===== src/assert_macros.svh =====
// ---------------------------------------------------------------------------
// assert_macros.svh
// Shared concurrent assertion macros, sampled on clk and quiet during reset
// ---------------------------------------------------------------------------
`ifndef ASSERT_MACROS_SVH
`define ASSERT_MACROS_SVH

// same-cycle implication
`define HKRH_ASSERT_IMPL(lbl, ante, cons, msg) \
  lbl: assert property (@(posedge clk) disable iff (!rst_n) (ante) |-> (cons)) else $error(msg);

// next-cycle implication
`define HKRH_ASSERT_NEXT(lbl, ante, cons, msg) \
  lbl: assert property (@(posedge clk) disable iff (!rst_n) (ante) |=> (cons)) else $error(msg);

`endif


===== src/hkrh_pkg.sv =====
// ---------------------------------------------------------------------------
// hkrh_pkg
// Types and fixed constants shared by the key report hold manager
// ---------------------------------------------------------------------------
package hkrh_pkg;

  localparam int OP_W        = 2;
  localparam int CODE_W      = 8;
  localparam int HOLD_W      = 7;
  localparam int MOD_COUNT   = 8;
  localparam int MOD_IDX_W   = 3;
  localparam int REPORT_KEYS = 6;
  localparam int QUEUE_DEPTH = 2;
  localparam int QPTR_W      = 1;
  localparam int QCNT_W      = 2;

  // request opcodes as they arrive on the input channel
  typedef enum logic [OP_W-1:0] {
    OP_ADD_KEY = 2'd0,
    OP_ADD_MOD = 2'd1,
    OP_TICK    = 2'd2,
    OP_UNUSED  = 2'd3
  } opcode_t;

  // command kinds after classification
  typedef enum logic [1:0] {
    CMD_NOP  = 2'd0,
    CMD_KEY  = 2'd1,
    CMD_MOD  = 2'd2,
    CMD_TICK = 2'd3
  } cmd_kind_t;

  typedef struct packed {
    cmd_kind_t         kind;
    logic [CODE_W-1:0] code;
    logic [HOLD_W-1:0] hold;
  } cmd_t;

  typedef struct packed {
    logic valid;
    cmd_t cmd;
  } cmd_head_t;

  typedef struct packed {
    logic                              report_sent;
    logic [CODE_W-1:0]                 modifier_bits;
    logic [REPORT_KEYS-1:0][CODE_W-1:0] keys;
    logic                              all_released;
  } result_t;

endpackage


===== src/hkrh_if.sv =====
// ---------------------------------------------------------------------------
// hkrh_if
// Valid/ready channels for requests in and report results out
// ---------------------------------------------------------------------------
interface hkrh_in_if;
  logic                        valid;
  logic                        ready;
  logic [hkrh_pkg::OP_W-1:0]   opcode;
  logic [hkrh_pkg::CODE_W-1:0] code;
  logic [hkrh_pkg::HOLD_W-1:0] hold_ticks;

  modport source (output valid, output opcode, output code, output hold_ticks, input ready);
  modport sink   (input valid, input opcode, input code, input hold_ticks, output ready);
endinterface

interface hkrh_out_if;
  logic                        valid;
  logic                        ready;
  logic                        report_sent;
  logic [hkrh_pkg::CODE_W-1:0] modifier_bits;
  logic [hkrh_pkg::CODE_W-1:0] key_first;
  logic [hkrh_pkg::CODE_W-1:0] key_second;
  logic [hkrh_pkg::CODE_W-1:0] key_third;
  logic [hkrh_pkg::CODE_W-1:0] key_fourth;
  logic [hkrh_pkg::CODE_W-1:0] key_fifth;
  logic [hkrh_pkg::CODE_W-1:0] key_sixth;
  logic                        all_released;

  modport source (output valid, output report_sent, output modifier_bits,
                  output key_first, output key_second, output key_third,
                  output key_fourth, output key_fifth, output key_sixth,
                  output all_released, input ready);
  modport sink   (input valid, input report_sent, input modifier_bits,
                  input key_first, input key_second, input key_third,
                  input key_fourth, input key_fifth, input key_sixth,
                  input all_released, output ready);
endinterface


===== src/hkrh_front.sv =====
// ---------------------------------------------------------------------------
// hkrh_front
// Request decode and two-entry command queue feeding the executor
// ---------------------------------------------------------------------------
module hkrh_front (
  input  logic                clk,
  input  logic                rst_n,
  hkrh_in_if.sink             in_chan,
  output hkrh_pkg::cmd_head_t cmd_head,
  input  logic                cmd_pop
);

  hkrh_pkg::cmd_t                   q_mem_r [hkrh_pkg::QUEUE_DEPTH];
  logic [hkrh_pkg::QPTR_W-1:0]      q_wr_r;
  logic [hkrh_pkg::QPTR_W-1:0]      q_rd_r;
  logic [hkrh_pkg::QCNT_W-1:0]      q_count_r;
  hkrh_pkg::cmd_t                   cmd_in;
  logic                             push;

  // classify: drop zero key codes and out-of-range modifier indexes here
  always_comb begin
    cmd_in.code = in_chan.code;
    cmd_in.hold = in_chan.hold_ticks;
    case (hkrh_pkg::opcode_t'(in_chan.opcode))
      hkrh_pkg::OP_ADD_KEY:
        cmd_in.kind = (in_chan.code != '0) ? hkrh_pkg::CMD_KEY : hkrh_pkg::CMD_NOP;
      hkrh_pkg::OP_ADD_MOD:
        cmd_in.kind = (in_chan.code[hkrh_pkg::CODE_W-1:hkrh_pkg::MOD_IDX_W] == '0) ?
                      hkrh_pkg::CMD_MOD : hkrh_pkg::CMD_NOP;
      hkrh_pkg::OP_TICK: cmd_in.kind = hkrh_pkg::CMD_TICK;
      default:           cmd_in.kind = hkrh_pkg::CMD_NOP;
    endcase
  end

  assign in_chan.ready = (q_count_r != hkrh_pkg::QCNT_W'(hkrh_pkg::QUEUE_DEPTH));
  assign push          = in_chan.valid && in_chan.ready;

  // queue head towards the executor
  assign cmd_head.valid = (q_count_r != '0);
  assign cmd_head.cmd   = q_mem_r[q_rd_r];

  // queue pointers and fill level
  always_ff @(posedge clk) begin
    if (!rst_n) begin
      q_wr_r    <= '0;
      q_rd_r    <= '0;
      q_count_r <= '0;
    end else begin
      if (push) begin
        q_wr_r <= q_wr_r + 1'b1;
      end
      if (cmd_pop) begin
        q_rd_r <= q_rd_r + 1'b1;
      end
      if (push && !cmd_pop) begin
        q_count_r <= q_count_r + 1'b1;
      end else if (!push && cmd_pop) begin
        q_count_r <= q_count_r - 1'b1;
      end
    end
  end

  // queue storage
  always_ff @(posedge clk) begin
    if (push) begin
      q_mem_r[q_wr_r] <= cmd_in;
    end
  end

endmodule


===== src/hkrh_back.sv =====
// ---------------------------------------------------------------------------
// hkrh_back
// Command executor: report state, slot search, tick walk and result register
// ---------------------------------------------------------------------------
module hkrh_back #(
  parameter int KEY_SLOTS  = 6,
  parameter int TIMER_BITS = 7
) (
  input  logic                clk,
  input  logic                rst_n,
  input  hkrh_pkg::cmd_head_t cmd_head,
  output logic                cmd_pop,
  hkrh_out_if.source          out_chan
);

  localparam int IDX_W      = (KEY_SLOTS > 1) ? $clog2(KEY_SLOTS) : 1;
  localparam int HOLD_EXT_W = (TIMER_BITS > hkrh_pkg::HOLD_W) ? TIMER_BITS : hkrh_pkg::HOLD_W;
  localparam logic [IDX_W-1:0] LAST_IDX = IDX_W'(KEY_SLOTS - 1);

  typedef enum logic [3:0] {
    ST_IDLE   = 4'b0001,
    ST_SEARCH = 4'b0010,
    ST_WALK   = 4'b0100,
    ST_DONE   = 4'b1000
  } state_t;

  state_t                              state_r, state_nxt;
  logic [hkrh_pkg::CODE_W-1:0]         key_slot_r  [KEY_SLOTS];
  logic [TIMER_BITS-1:0]               key_timer_r [KEY_SLOTS];
  logic [hkrh_pkg::MOD_COUNT-1:0]      mod_state_r;
  logic [TIMER_BITS-1:0]               mod_timer_r [hkrh_pkg::MOD_COUNT];
  logic [hkrh_pkg::CODE_W-1:0]         last_mod_r;
  logic [hkrh_pkg::REPORT_KEYS-1:0][hkrh_pkg::CODE_W-1:0] last_keys_r;
  logic [1:0]                          phase_r;
  logic                                idle_r;
  logic [hkrh_pkg::CODE_W-1:0]         code_r;
  logic [TIMER_BITS-1:0]               hold_r;
  logic [IDX_W-1:0]                    idx_r;
  logic [IDX_W-1:0]                    wp_r;
  logic                                zero_acc_r;
  hkrh_pkg::result_t                   res_r;
  logic                                out_valid_r;
  hkrh_pkg::result_t                   out_data_r;

  logic [HOLD_EXT_W-1:0]               hold_ext;
  logic [HOLD_EXT_W-1:0]               hold_max_ext;
  logic [TIMER_BITS-1:0]               hold_clamped;
  logic [hkrh_pkg::REPORT_KEYS-1:0][hkrh_pkg::CODE_W-1:0] rep_keys;
  logic                                rep_changed;
  logic [TIMER_BITS-1:0]               mod_tdec [hkrh_pkg::MOD_COUNT];
  logic [hkrh_pkg::MOD_COUNT-1:0]      mod_live;
  logic [TIMER_BITS-1:0]               cur_timer;
  logic [TIMER_BITS-1:0]               cur_tdec;
  logic                                cur_live;
  logic [hkrh_pkg::CODE_W-1:0]         cur_slot;
  logic                                search_hit;
  logic                                is_last;
  logic                                out_free;
  hkrh_pkg::result_t                   res_start;

  // saturate the requested hold to the timer range
  assign hold_ext     = HOLD_EXT_W'(cmd_head.cmd.hold);
  assign hold_max_ext = HOLD_EXT_W'({TIMER_BITS{1'b1}});
  assign hold_clamped = (hold_ext > hold_max_ext) ? TIMER_BITS'(hold_max_ext)
                                                  : TIMER_BITS'(hold_ext);

  // current report: slots past the configured count read as zero
  for (genvar g = 0; g < hkrh_pkg::REPORT_KEYS; g++) begin : g_rep
    if (g < KEY_SLOTS) begin : g_live
      assign rep_keys[g] = key_slot_r[g];
    end else begin : g_zero
      assign rep_keys[g] = '0;
    end
  end

  assign rep_changed = (mod_state_r != last_mod_r) || (rep_keys != last_keys_r);

  // modifier countdowns, all eight in parallel
  always_comb begin
    for (int m = 0; m < hkrh_pkg::MOD_COUNT; m++) begin
      mod_tdec[m] = (mod_timer_r[m] != '0) ? mod_timer_r[m] - 1'b1 : mod_timer_r[m];
      mod_live[m] = (mod_tdec[m] != '0);
    end
  end

  // slot under the walk pointer
  assign cur_timer  = key_timer_r[idx_r];
  assign cur_slot   = key_slot_r[idx_r];
  assign cur_tdec   = (cur_timer != '0) ? cur_timer - 1'b1 : cur_timer;
  assign cur_live   = (cur_tdec != '0);
  assign search_hit = (cur_slot == code_r) || (cur_timer == '0);
  assign is_last    = (idx_r == LAST_IDX);

  assign out_free = !out_valid_r || out_chan.ready;
  assign cmd_pop  = (state_r == ST_IDLE) && cmd_head.valid;

  // result as known when the command is taken
  always_comb begin
    res_start              = '0;
    res_start.all_released = idle_r;
    if ((cmd_head.cmd.kind == hkrh_pkg::CMD_TICK) && rep_changed) begin
      res_start.report_sent   = 1'b1;
      res_start.modifier_bits = mod_state_r;
      res_start.keys          = rep_keys;
    end
  end

  // sequencer
  always_comb begin
    state_nxt = state_r;
    case (state_r)
      ST_IDLE: begin
        if (cmd_head.valid) begin
          case (cmd_head.cmd.kind)
            hkrh_pkg::CMD_KEY:  state_nxt = ST_SEARCH;
            hkrh_pkg::CMD_TICK: state_nxt = ST_WALK;
            default:            state_nxt = ST_DONE;
          endcase
        end
      end
      ST_SEARCH: begin
        if (search_hit || is_last) begin
          state_nxt = ST_DONE;
        end
      end
      ST_WALK: begin
        if (is_last) begin
          state_nxt = ST_DONE;
        end
      end
      ST_DONE: begin
        if (out_free) begin
          state_nxt = ST_IDLE;
        end
      end
      default: state_nxt = ST_IDLE;
    endcase
  end

  // report state and control
  always_ff @(posedge clk) begin
    if (!rst_n) begin
      state_r     <= ST_IDLE;
      out_valid_r <= 1'b0;
      mod_state_r <= '0;
      last_mod_r  <= '0;
      last_keys_r <= '0;
      phase_r     <= '0;
      idle_r      <= 1'b0;
      idx_r       <= '0;
      wp_r        <= '0;
      zero_acc_r  <= 1'b0;
      for (int k = 0; k < KEY_SLOTS; k++) begin
        key_slot_r[k]  <= '0;
        key_timer_r[k] <= '0;
      end
      for (int m = 0; m < hkrh_pkg::MOD_COUNT; m++) begin
        mod_timer_r[m] <= '0;
      end
    end else begin
      state_r <= state_nxt;
      // output register fills from the done state and empties on acceptance
      out_valid_r <= ((state_r == ST_DONE) && out_free) || (out_valid_r && !out_chan.ready);
      case (state_r)
        ST_IDLE: begin
          if (cmd_pop) begin
            idx_r <= '0;
            wp_r  <= '0;
            case (cmd_head.cmd.kind)
              hkrh_pkg::CMD_MOD: begin
                if (hold_clamped != '0) begin
                  mod_state_r[cmd_head.cmd.code[hkrh_pkg::MOD_IDX_W-1:0]] <= 1'b1;
                end
                mod_timer_r[cmd_head.cmd.code[hkrh_pkg::MOD_IDX_W-1:0]] <= hold_clamped;
              end
              hkrh_pkg::CMD_TICK: begin
                // three-tick repeat rule against the last-sent copy
                if (rep_changed) begin
                  if (phase_r == 2'd1) begin
                    phase_r <= 2'd0;
                  end else if (phase_r == 2'd2) begin
                    phase_r <= 2'd1;
                  end else begin
                    last_mod_r  <= mod_state_r;
                    last_keys_r <= rep_keys;
                    phase_r     <= 2'd2;
                  end
                end
                for (int m = 0; m < hkrh_pkg::MOD_COUNT; m++) begin
                  mod_timer_r[m] <= mod_tdec[m];
                end
                mod_state_r <= mod_live;
                zero_acc_r  <= ~|mod_live;
              end
              default: ;
            endcase
          end
        end
        ST_SEARCH: begin
          if (search_hit) begin
            if (hold_r != '0) begin
              key_slot_r[idx_r] <= code_r;
            end
            key_timer_r[idx_r] <= hold_r;
          end else begin
            idx_r <= idx_r + 1'b1;
          end
        end
        ST_WALK: begin
          // count down, drop expired slot, move live slot to the packing point
          if (!cur_live || (wp_r != idx_r)) begin
            key_slot_r[idx_r]  <= '0;
            key_timer_r[idx_r] <= '0;
          end
          if (cur_live) begin
            key_slot_r[wp_r]  <= cur_slot;
            key_timer_r[wp_r] <= cur_tdec;
            wp_r              <= wp_r + 1'b1;
          end
          zero_acc_r <= zero_acc_r & !cur_live;
          if (is_last) begin
            idle_r <= zero_acc_r & !cur_live;
          end
          idx_r <= idx_r + 1'b1;
        end
        default: ;
      endcase
    end
  end

  // command operands, pending result and output register
  always_ff @(posedge clk) begin
    case (state_r)
      ST_IDLE: begin
        if (cmd_pop) begin
          code_r <= cmd_head.cmd.code;
          hold_r <= hold_clamped;
          res_r  <= res_start;
        end
      end
      ST_WALK: begin
        if (is_last) begin
          res_r.all_released <= zero_acc_r & !cur_live;
        end
      end
      ST_DONE: begin
        if (out_free) begin
          out_data_r <= res_r;
        end
      end
      default: ;
    endcase
  end

  assign out_chan.valid         = out_valid_r;
  assign out_chan.report_sent   = out_data_r.report_sent;
  assign out_chan.modifier_bits = out_data_r.modifier_bits;
  assign out_chan.key_first     = out_data_r.keys[0];
  assign out_chan.key_second    = out_data_r.keys[1];
  assign out_chan.key_third     = out_data_r.keys[2];
  assign out_chan.key_fourth    = out_data_r.keys[3];
  assign out_chan.key_fifth     = out_data_r.keys[4];
  assign out_chan.key_sixth     = out_data_r.keys[5];
  assign out_chan.all_released  = out_data_r.all_released;

endmodule


===== src/hid_key_report_hold_manager.sv =====
// ---------------------------------------------------------------------------
// hid_key_report_hold_manager
// Keyboard report with per-key and per-modifier hold countdowns
// ---------------------------------------------------------------------------
// Every request gives exactly one result. Requests are decoded into a
// two-entry command queue, so the input keeps accepting until both entries
// are full, also while the executor works or a finished result waits in the
// output register. The executor takes one command at a time: add-modifier,
// ignored and unused requests go straight to the done state; add-key walks
// the key slots one per cycle until a match, a free slot or the last slot;
// a report tick walks all slots, counting down, dropping and packing them.
// The report is always six key bytes wide; slots past KEY_SLOTS read as zero.
// ---------------------------------------------------------------------------
`include "assert_macros.svh"

module hid_key_report_hold_manager #(
  parameter int KEY_SLOTS  = 6,
  parameter int TIMER_BITS = 7
) (
  input  logic       clk,
  input  logic       rst_n,
  hkrh_in_if.sink    in_chan,
  hkrh_out_if.source out_chan
);

  hkrh_pkg::cmd_head_t cmd_head;
  logic                cmd_pop;

  // decode and queue
  hkrh_front u_front (
    .clk      (clk),
    .rst_n    (rst_n),
    .in_chan  (in_chan),
    .cmd_head (cmd_head),
    .cmd_pop  (cmd_pop)
  );

  // executor
  hkrh_back #(
    .KEY_SLOTS  (KEY_SLOTS),
    .TIMER_BITS (TIMER_BITS)
  ) u_back (
    .clk      (clk),
    .rst_n    (rst_n),
    .cmd_head (cmd_head),
    .cmd_pop  (cmd_pop),
    .out_chan (out_chan)
  );

  // checks
  `HKRH_ASSERT_IMPL(a_pop_needs_cmd, cmd_pop, cmd_head.valid, "executor popped an empty queue")
  `HKRH_ASSERT_NEXT(a_head_holds, cmd_head.valid && !cmd_pop, cmd_head.valid && $stable(cmd_head.cmd), "queue head changed without a pop")
  `HKRH_ASSERT_IMPL(a_quiet_result, out_chan.valid && !out_chan.report_sent, out_chan.modifier_bits == 8'd0 && out_chan.key_first == 8'd0 && out_chan.key_sixth == 8'd0, "unsent result carries report bytes")

endmodule

===== src/flat_wrapper.sv =====
// flat-port wrapper written by rule: the top's interface ports become plain ports
module hid_key_report_hold_manager_flat 
#(
  parameter int KEY_SLOTS  = 6,
  parameter int TIMER_BITS = 7
)
  (clk, rst_n, in_chan_valid, in_chan_opcode, in_chan_code, in_chan_hold_ticks, in_chan_ready, out_chan_valid, out_chan_report_sent, out_chan_modifier_bits, out_chan_key_first, out_chan_key_second, out_chan_key_third, out_chan_key_fourth, out_chan_key_fifth, out_chan_key_sixth, out_chan_all_released, out_chan_ready);
  hkrh_in_if in_chan_i ();
  hkrh_out_if out_chan_i ();
  input  logic clk;
  input  logic rst_n;
  input wire logic [$bits(in_chan_i.valid)-1:0] in_chan_valid;
  input wire logic [$bits(in_chan_i.opcode)-1:0] in_chan_opcode;
  input wire logic [$bits(in_chan_i.code)-1:0] in_chan_code;
  input wire logic [$bits(in_chan_i.hold_ticks)-1:0] in_chan_hold_ticks;
  output wire logic [$bits(in_chan_i.ready)-1:0] in_chan_ready;
  output wire logic [$bits(out_chan_i.valid)-1:0] out_chan_valid;
  output wire logic [$bits(out_chan_i.report_sent)-1:0] out_chan_report_sent;
  output wire logic [$bits(out_chan_i.modifier_bits)-1:0] out_chan_modifier_bits;
  output wire logic [$bits(out_chan_i.key_first)-1:0] out_chan_key_first;
  output wire logic [$bits(out_chan_i.key_second)-1:0] out_chan_key_second;
  output wire logic [$bits(out_chan_i.key_third)-1:0] out_chan_key_third;
  output wire logic [$bits(out_chan_i.key_fourth)-1:0] out_chan_key_fourth;
  output wire logic [$bits(out_chan_i.key_fifth)-1:0] out_chan_key_fifth;
  output wire logic [$bits(out_chan_i.key_sixth)-1:0] out_chan_key_sixth;
  output wire logic [$bits(out_chan_i.all_released)-1:0] out_chan_all_released;
  input wire logic [$bits(out_chan_i.ready)-1:0] out_chan_ready;
  assign in_chan_i.valid = in_chan_valid;
  assign in_chan_i.opcode = in_chan_opcode;
  assign in_chan_i.code = in_chan_code;
  assign in_chan_i.hold_ticks = in_chan_hold_ticks;
  assign in_chan_ready = in_chan_i.ready;
  assign out_chan_valid = out_chan_i.valid;
  assign out_chan_report_sent = out_chan_i.report_sent;
  assign out_chan_modifier_bits = out_chan_i.modifier_bits;
  assign out_chan_key_first = out_chan_i.key_first;
  assign out_chan_key_second = out_chan_i.key_second;
  assign out_chan_key_third = out_chan_i.key_third;
  assign out_chan_key_fourth = out_chan_i.key_fourth;
  assign out_chan_key_fifth = out_chan_i.key_fifth;
  assign out_chan_key_sixth = out_chan_i.key_sixth;
  assign out_chan_all_released = out_chan_i.all_released;
  assign out_chan_i.ready = out_chan_ready;
  hid_key_report_hold_manager #(.KEY_SLOTS(KEY_SLOTS), .TIMER_BITS(TIMER_BITS)) u_core (.clk(clk), .rst_n(rst_n), .in_chan(in_chan_i), .out_chan(out_chan_i));
endmodule

===== config.mk =====
export PLATFORM = sky130hd
export DESIGN_NAME = hid_key_report_hold_manager_flat
export DESIGN_NICKNAME = d
export VERILOG_FILES = /design/src/hkrh_pkg.sv /design/src/hkrh_if.sv /design/src/hkrh_front.sv /design/src/hkrh_back.sv /design/src/hid_key_report_hold_manager.sv /design/src/flat_wrapper.sv
export VERILOG_INCLUDE_DIRS = /design/src /design/src/src
export SDC_FILE = /design/constraint.sdc
export NUM_CORES = 1
export LEC_CHECK = 0
export BUFFER_PORTS_ARGS = -buffer_cell sky130_fd_sc_hd__buf_2
export CORE_ASPECT_RATIO = 0.9
export CORE_MARGIN = 10
export CORE_UTILIZATION = 44
export DETAILED_ROUTE_END_ITERATION = 10
export GPL_TIMING_DRIVEN = 0
export HOLD_SLACK_MARGIN = 0.02
export PLACE_DENSITY_LB_ADDON = 0.3
export SLEW_MARGIN = 20
export SYNTH_ARGS = -nofsm -noshare
export SYNTH_HDL_FRONTEND = slang
export SYNTH_SLANG_ARGS = --single-unit

===== constraint.sdc =====
create_clock -name clk -period 4.6 [get_ports clk]
set_input_delay 0.92 -clock clk [delete_from_list [all_inputs] [get_ports clk]]
set_output_delay 0.92 -clock clk [all_outputs]
set_load 0.1 [all_outputs]

==> results of run 1 <==
==> per-stage QoR <==
| step | hold slack [ns] | cell area (um2) | utilization (%) | cells | power [mW] |
|---|---|---|---|---|---|
| floorplan | 0.400 | 20100 | - | 1576 | 7.47 |
| global placement | 0.404 | 21200 | 46.9 | 2263 | 8.26 |
| detailed placement | 0.405 | 21400 | 47.3 | 2275 | 8.40 |
| CTS | 0.417 | 23100 | 51.0 | 2359 | 12.3 |
| global route | 0.423 | 23300 | 51.5 | 2367 | 12.8 |
| finish | 0.416 | 23300 | 51.5 | 2367 | 12.3 |
==> logic make-up after synthesis <==
group	share of synthesized area, %
compound gates	11.5
simple gates	11.2
buf+inv	2.78
fa+ha+maj	1.43
mux	8.46
flops	59.7
xor+xnor	4.97
==> where the power goes <==
part	total (mW)	leakage [nW]	switching, mW	internal (mW)
Clock	3.88	0.765	1.54	2.34
Sequential	5.41	3.97	0.358	5.05
Combinational	2.99	3.95	2.09	0.905
==> state kept, by name (all words and copies together) (netlist names), 34 cells and up, named ones only <==
name / cells
u_core.u_back.res_r: 58
u_core.u_back.key_slot_r: 64
u_core.u_back.last_keys_r: 48
u_core.u_back.mod_timer_r: 56
u_core.u_back.key_timer_r: 56
u_core.u_front.q_mem_r: 34
==> area by class of cell <==
cell class,count,area share (%)
Inverter,37,0.607
Clock buffer,51,5.02
Multi-Input combinational cell,1024,33.3
Sequential cell,428,51.4
Tap cell,608,3.27
Clock inverter,30,1.75
Timing Repair Buffer,102,2.84
Buffer,87,1.83
==> repair_timing <==
item	4_1_cts	5_1_grt
pin swaps	4	7
setup endpoints to repair	198	114
resized for setup	16	21
buffers inserted	3	8
==> placed cells by master, fill, tap and decap left out, drive strengths merged, types with 4 or more instances in the layout <==
| master | Yosys | routed |
|---|---|---|
| a2111oi | 5 | 5 |
| a211oi | 7 | 7 |
| a21oi | 36 | 36 |
| a22o | 78 | 78 |
| a31oi | 4 | 4 |
| a32o | 40 | 40 |
| and2 | 68 | 68 |
| and3 | 7 | 7 |
| buf | 46 | 149 |
| bufinv | 0 | 9 |
| clkbuf | 41 | 91 |
| clkinv | 2 | 19 |
| dfxtp | 87 | 87 |
| edfxtp | 341 | 341 |
| ha | 23 | 23 |
| inv | 35 | 36 |
| mux2 | 19 | 19 |
| mux2i | 87 | 87 |
| mux4 | 26 | 26 |
| nand2 | 99 | 99 |
| nand3 | 23 | 23 |
| nand3b | 14 | 14 |
| nand4 | 22 | 22 |
| nand4b | 6 | 6 |
| nor2 | 125 | 125 |
| nor2b | 11 | 11 |
| nor3 | 35 | 35 |
| nor3b | 4 | 4 |
| nor4 | 17 | 17 |
| o21ai | 73 | 73 |
| o22ai | 41 | 41 |
| or3 | 7 | 7 |
| xnor2 | 36 | 36 |
| xor2 | 78 | 78 |
==> worst paths after layout <==
kind	cells past startpoint	slack, ns	end	startpoint
max	12	0.03	u_core.u_back.key_timer_r[3][0]$_DFFE_PP_	register
min	0	0.42	u_core.u_back.out_chan.key_third[5]$_DFFE_PP_	u_core.u_back.res_r[22]$_SDFFCE_PN0P_
max reg2reg	12	0.03	u_core.u_back.key_timer_r[3][0]$_DFFE_PP_	register
min reg2reg	0	0.42	u_core.u_back.out_chan.key_third[5]$_DFFE_PP_	u_core.u_back.res_r[22]$_SDFFCE_PN0P_
==> worst max-delay path, delay by kind of cell, from the launching register on <==
family / cells / cell delay, ns
AOI/OAI and AO/OA: 5 / 1.78
muxes: 1 / 0.57
adders and majority gates: 1 / 0.26
DFF: 1 / 0.41
and+or+nand+nor: 1 / 0.19
buffers and inverters: 4 / 1.05
==> metal layers <==
| metal | vias to the layer above | wire [um] | global-route usage, % |
|---|---|---|---|
| li1 | 6293 | - | - |
| met1 | 6743 | 22200 | 25.3 |
| met2 | 649 | 23900 | 29.1 |
| met3 | 130 | 4710 | 4.11 |
| met4 | 2 | 1880 | 8.13 |
| met5 | - | 15 | 0 |
==> reports/qor.yml, run 1 <==
leakage_nw: 8.68
required_ns: 4.87
p_per_area_nw_per_um2: 527
cpPeakStageDelay_ns: 0.57
ys_ff_latch: 428
maxCapViolCount: 0
run_status: "complete, no violations"
synth_top_area_cell: "edfxtp_1"
route.detailed.drc: 0
h-tree-depth: 2
nFillCells: 3887
fin_nets: 1769
track_usage_pct: 18.9
yosys_most_used_dff: "edfxtp_1"
syn_area_per_cell_um2: 12.7
worstSetupPathType: "register to register"
rsz0062_at_grt: "yes"
drt_wl_total_um: 52700
die_height_um: 223
report.final.setup_viol: 0
crit_chain: "buf_6 -> buf_2 -> buf_4 -> mux4_2 -> ha_1 -> nor3b_4 -> a211o_1 -> a211o_1 -> o21ai_1 -> a31oi_2 -> o21ai_2 -> buf_4"
clock_latency_ns: 0.59
multi_input_area_um2: 7750
synth_common_cells: "edfxtp_1 (341), nor2_1 (125), nand2_1 (99), dfxtp_1 (87), mux2i_1 (85)"
worst_path_max_delay_cell: "mux4_2"
hold_buffers: 0
drv_slew: 0
synth_area_um2: 20100
drtIter0Drc: 1418
min_path_type: "register to register"
drtPass1Iterations: 6
synthCells: 1576
coreArea_um2: 45300
yosysWarnings: 0
synth.distinct_cells: 66
syn_nets: 1620
vias: 13800
post-place-ws_ns: -0.856
clockBufferDepth: 3
place_hpwl_um: 37200
path_clk_slew_ns: 0.06
routed_via_density: 5.84
hold_viol: 0
clock-sinks: 428
port-buffer-count: 79
yosysSeqAreaShare_pct: 59.7
synth_edf_count: 341
detail_route.wl_per_cell_um: 22.3
regArea_um2: 12000
grt.overflow.total: 0
antenna_found_initial: 1
min_period_ns: 4.57
grt_pass1_wl_um: 79800
place.gp.congestion: 0.917
dieArea_um2: 54600
setup_slack_ns: 0.0297
critPathMaxFanout: 10
post-route-period-util_pct: 99.4
ant_nets: 0
fmax_mhz: 219
synth_most_common_cell: "edfxtp_1"
cp_data_arrival_time_ns: 4.84
antenna_cells_inserted: 0
row_count: 74
grt_pass1_vias: 13500
synthTopCellsByArea: "edfxtp_1 (51%), dfxtp_1 (8.7%), mux2i_1 (4.2%)"
numCtsBuffers: 45
fin_skew_ns: 0.0285
drive_gt1_share_pct: 16.8
grt_max_degree: 63
worstMarginPinSlew_ns: 1.09
startpoint_type: "register"
end_kind: "register"
slew_headroom_pct: 26.6
pin_count: 81
start_util_pct: 44.4
cts_tree: "yes"
vdd_drop_max_v: 0.000381
cts-root-buf: "clkbuf_16"
area_delta_synth_final_pct: 16.0
fp.dieW_um: 245
fin_setup_tns_ns: 0
synthArstFlopShare_pct: 0
yosysTopAreaCellShare_pct: 51.0
Note: power is estimated with default switching activity, not from simulation.
==> run 2: changes to the inputs <==
PLACE_DENSITY_LB_ADDON = not set   (was 0.3)
==> reports/qor.yml, run 2 (synthesis results as in run 1) <==
run_status: "complete, no violations"  # unchanged
post-route-period-util_pct: 99.6  # was 99.4%
dieArea_um2: 54600  # unchanged
die_height_um: 223  # unchanged
route.detailed.drc: 0  # unchanged
critPathMaxFanout: 10  # unchanged
grt.overflow.total: 0  # unchanged
report.final.setup_viol: 0  # unchanged
startpoint_type: "register"  # unchanged
p_total_mw: 12.1  # was 12.3 mW
worst_path_max_delay_cell: "a31oi_2"  # was mux4_2
layout_common_cells: "edfxtp_1 (341), nor2_1 (122), nand2_1 (99), buf_2 (93), dfxtp_1 (87)"  # was edfxtp_1 (341), nor2_1 (123), nand2_1 (99), buf_2 (93), dfxtp_1 (87)
fp.dieW_um: 245  # unchanged
whs_endpoint: "u_core.u_back.out_chan.key_fifth[2]$_DFFE_PP_"  # was u_core.u_back.out_chan.key_third[5]$_DFFE_PP_
path_clk_slew_ns: 0.06  # about the same
largest_register_ffs: 64  # unchanged
slew_headroom_pct: 24.7  # was 26.6%
start_util_pct: 44.4  # unchanged
area_delta_synth_final_pct: 16.4  # was 16.0%
cp_data_arrival_time_ns: 4.87  # was 4.84 ns
routed_via_density: 5.81  # was 5.84
pin_count: 81  # unchanged
drt_wl_total_um: 53700  # was 52700 um
drtIter0Drc: 1546  # was 1418
h-tree-depth: 2  # unchanged
drtPass1Iterations: 5  # was 6
grt_pass1_wl_um: 81700  # was 79800 um
numCtsBuffers: 45  # unchanged
grt_pass1_vias: 13400  # was 13.5k
fin_skew_ns: 0.0226  # was 0.0285 ns
grt_max_degree: 62  # was 63
min_path_type: "register to register"  # unchanged
worstMarginPinSlew_ns: 1.12  # was 1.09 ns
clock-sinks: 428  # unchanged
maxCapViolCount: 0  # unchanged
fin_nets: 1785  # was 1769
drive_gt1_share_pct: 17.3  # was 16.8%
wl_met1_um: 23600  # was 22200 um
cts-root-buf: "clkbuf_16"  # unchanged
min_from: "u_core.u_back.res_r[35]$_SDFFCE_PN0P_"  # was u_core.u_back.res_r[22]$_SDFFCE_PN0P_
min_period_ns: 4.58  # was 4.57 ns
leakage_nw: 8.71  # was 8.68 nW
place.gp.congestion: 0.892  # was 0.917
antenna_cells_inserted: 0  # unchanged
r2r_cells: 13  # was 12
cpPeakStageDelay_ns: 0.46  # was 0.57 ns
largest_register: "u_core.u_back.key_slot_r"  # unchanged
place_hpwl_um: 37900  # was 37200 um
met2_length_um: 24600  # was 23900 um
worstSetupPathType: "register to register"  # unchanged
holdWs_ns: 0.416  # about the same
reg2reg_slack_ns: 0.02  # was 0.03 ns
r2r_end: "u_core.u_back.key_slot_r[7][7]$_DFFE_PP_"  # was u_core.u_back.key_timer_r[3][0]$_DFFE_PP_
ant_nets: 0  # unchanged
final_common_cell: "edfxtp_1"  # unchanged
p_per_area_nw_per_um2: 520  # was 527 nW/um2
antenna_found_initial: 0  # was 1
met3_length_um: 4230  # was 4710 um
required_ns: 4.89  # was 4.87 ns
final_util_pct: 51.6  # was 51.5%
cts_tree: "yes"  # unchanged
port-buffer-count: 79  # unchanged
crit_chain: "buf_2 -> buf_6 -> buf_4 -> mux2i_1 -> mux4_2 -> ha_1 -> nor3b_4 -> o211ai_1 -> a211o_1 -> o21ai_1 -> a31oi_2 -> o21ai_4 -> buf_4"  # was buf_6 -> buf_2 -> buf_4 -> mux4_2 -> ha_1 -> nor3b_4 -> a211o_1 -> a211o_1 -> o21ai_1 -> a31oi_2 -> o21ai_2 -> buf_4
detail_route.wl_per_cell_um: 22.5  # was 22.3 um
vdd_drop_max_v: 0.000343  # was 0.000381 V
clockBufferDepth: 3  # unchanged
highest_layer: "met4"  # was met5
coreArea_um2: 45300  # unchanged
crit_top_cell: "buf_4"
reg_top3: "u_core.u_back.key_slot_r (64), u_core.u_back.res_r (58)"  # unchanged
whs_path_depth: 0  # unchanged
vias: 13900  # was 13.8k
fmax_mhz: 218  # was 219 MHz
drv_slew: 0  # unchanged
row_count: 74  # unchanged
hold_viol: 0  # unchanged
hold_buffers: 0  # unchanged
track_usage_pct: 19.3  # was 18.9%
clock_latency_ns: 0.59  # about the same
end_kind: "register"  # unchanged
rsz0062_at_grt: "yes"  # unchanged
-- run 2: cell types whose count changed in the layout (fill, tap and decap cells not counted), moves of 2 or more --
cell and change:
clkinv_2 -4, clkbuf_4 +2, clkbuf_2 -2, o2111a_2 -2, buf_4 +14, o2111a_1 +2
clkbuf_1 +3, clkinvlp_4 +5, bufinv_16 -3
-- run 2: worst max path at each step --
stage / endpoint / slack, ns
floorplan: u_core.u_back.key_slot_r[0][0]$_DFFE_PP_ / 0.53
global placement: u_core.u_back.key_timer_r[4][2]$_DFFE_PP_ / -1.01
detailed placement: u_core.u_back.key_timer_r[4][2]$_DFFE_PP_ / -0.88
CTS: u_core.u_back.key_slot_r[5][3]$_DFFE_PP_ / -0.11
global route: u_core.u_back.key_slot_r[5][3]$_DFFE_PP_ / -0.13
finish: u_core.u_back.key_slot_r[7][7]$_DFFE_PP_ / 0.02
-- run 2: where the power goes --
| group | internal, mW | total [mW] | switching (mW) |
|---|---|---|---|
| registers | 5.05 | 5.41 | 0.363 |
| logic | 0.919 | 3.00 | 2.08 |
| clock network | 2.18 | 3.73 | 1.55 |
| total | 8.15 | 12.1 | 3.99 |
-- run 2: area by class of cell --
| type | instances | area [um2] |
|---|---|---|
| clock inverter | 29 | 333 |
| sequential | 428 | 12000 |
| timing repair buffer | 118 | 793 |
| tap | 608 | 761 |
| fill | 3877 | 21900 |
| inverter | 37 | 141 |
| multi-input combinational | 1024 | 7740 |
| buffer | 87 | 430 |
| clock buffer | 54 | 1180 |
-- run 2: per-stage QoR --
| step | setup WS (ns) | instance area [um2] | setup TNS (ns) | cells |
|---|---|---|---|---|
| after global routing | -0.130 | 23400 | -6.56 | 2385 |
| after CTS | -0.106 | 23100 | -2.08 | 2366 |
| after floorplan | 0.530 | 20100 | 0 | 1576 |
| after global placement | -1.01 | 21200 | -137.27 | 2263 |
| after detailed placement | -0.884 | 21500 | -83.51 | 2279 |
| final | 0.0203 | 23400 | 0 | 2385 |
-- run 2: layer usage --
| metal | global-route usage [%] | up-vias |
|---|---|---|
| met2 | 29.7 | 565 |
| met3 | 3.75 | 81 |
| li1 | - | 6331 |
| met5 | 0 | - |
| met4 | 5.55 | 0 |
| met1 | 27.1 | 6875 |
-- run 2: what timing repair did --
item                                    CTS  global route
gates cloned                              0             0
gates resized for setup                  17            21
pin swaps                                 4            14
setup buffers                             4            19
endpoints found under the setup margin  198           120
-- run 2: critical path: cells and delay by family, from the launching register on --
family / cells / cell delay (ns)
AOI/OAI and AO/OA: 5 / 1.70
buffers and inverters: 4 / 0.98
muxes: 2 / 0.64
and+or+nand+nor: 1 / 0.39
DFF: 1 / 0.31
adders and majority gates: 1 / 0.25
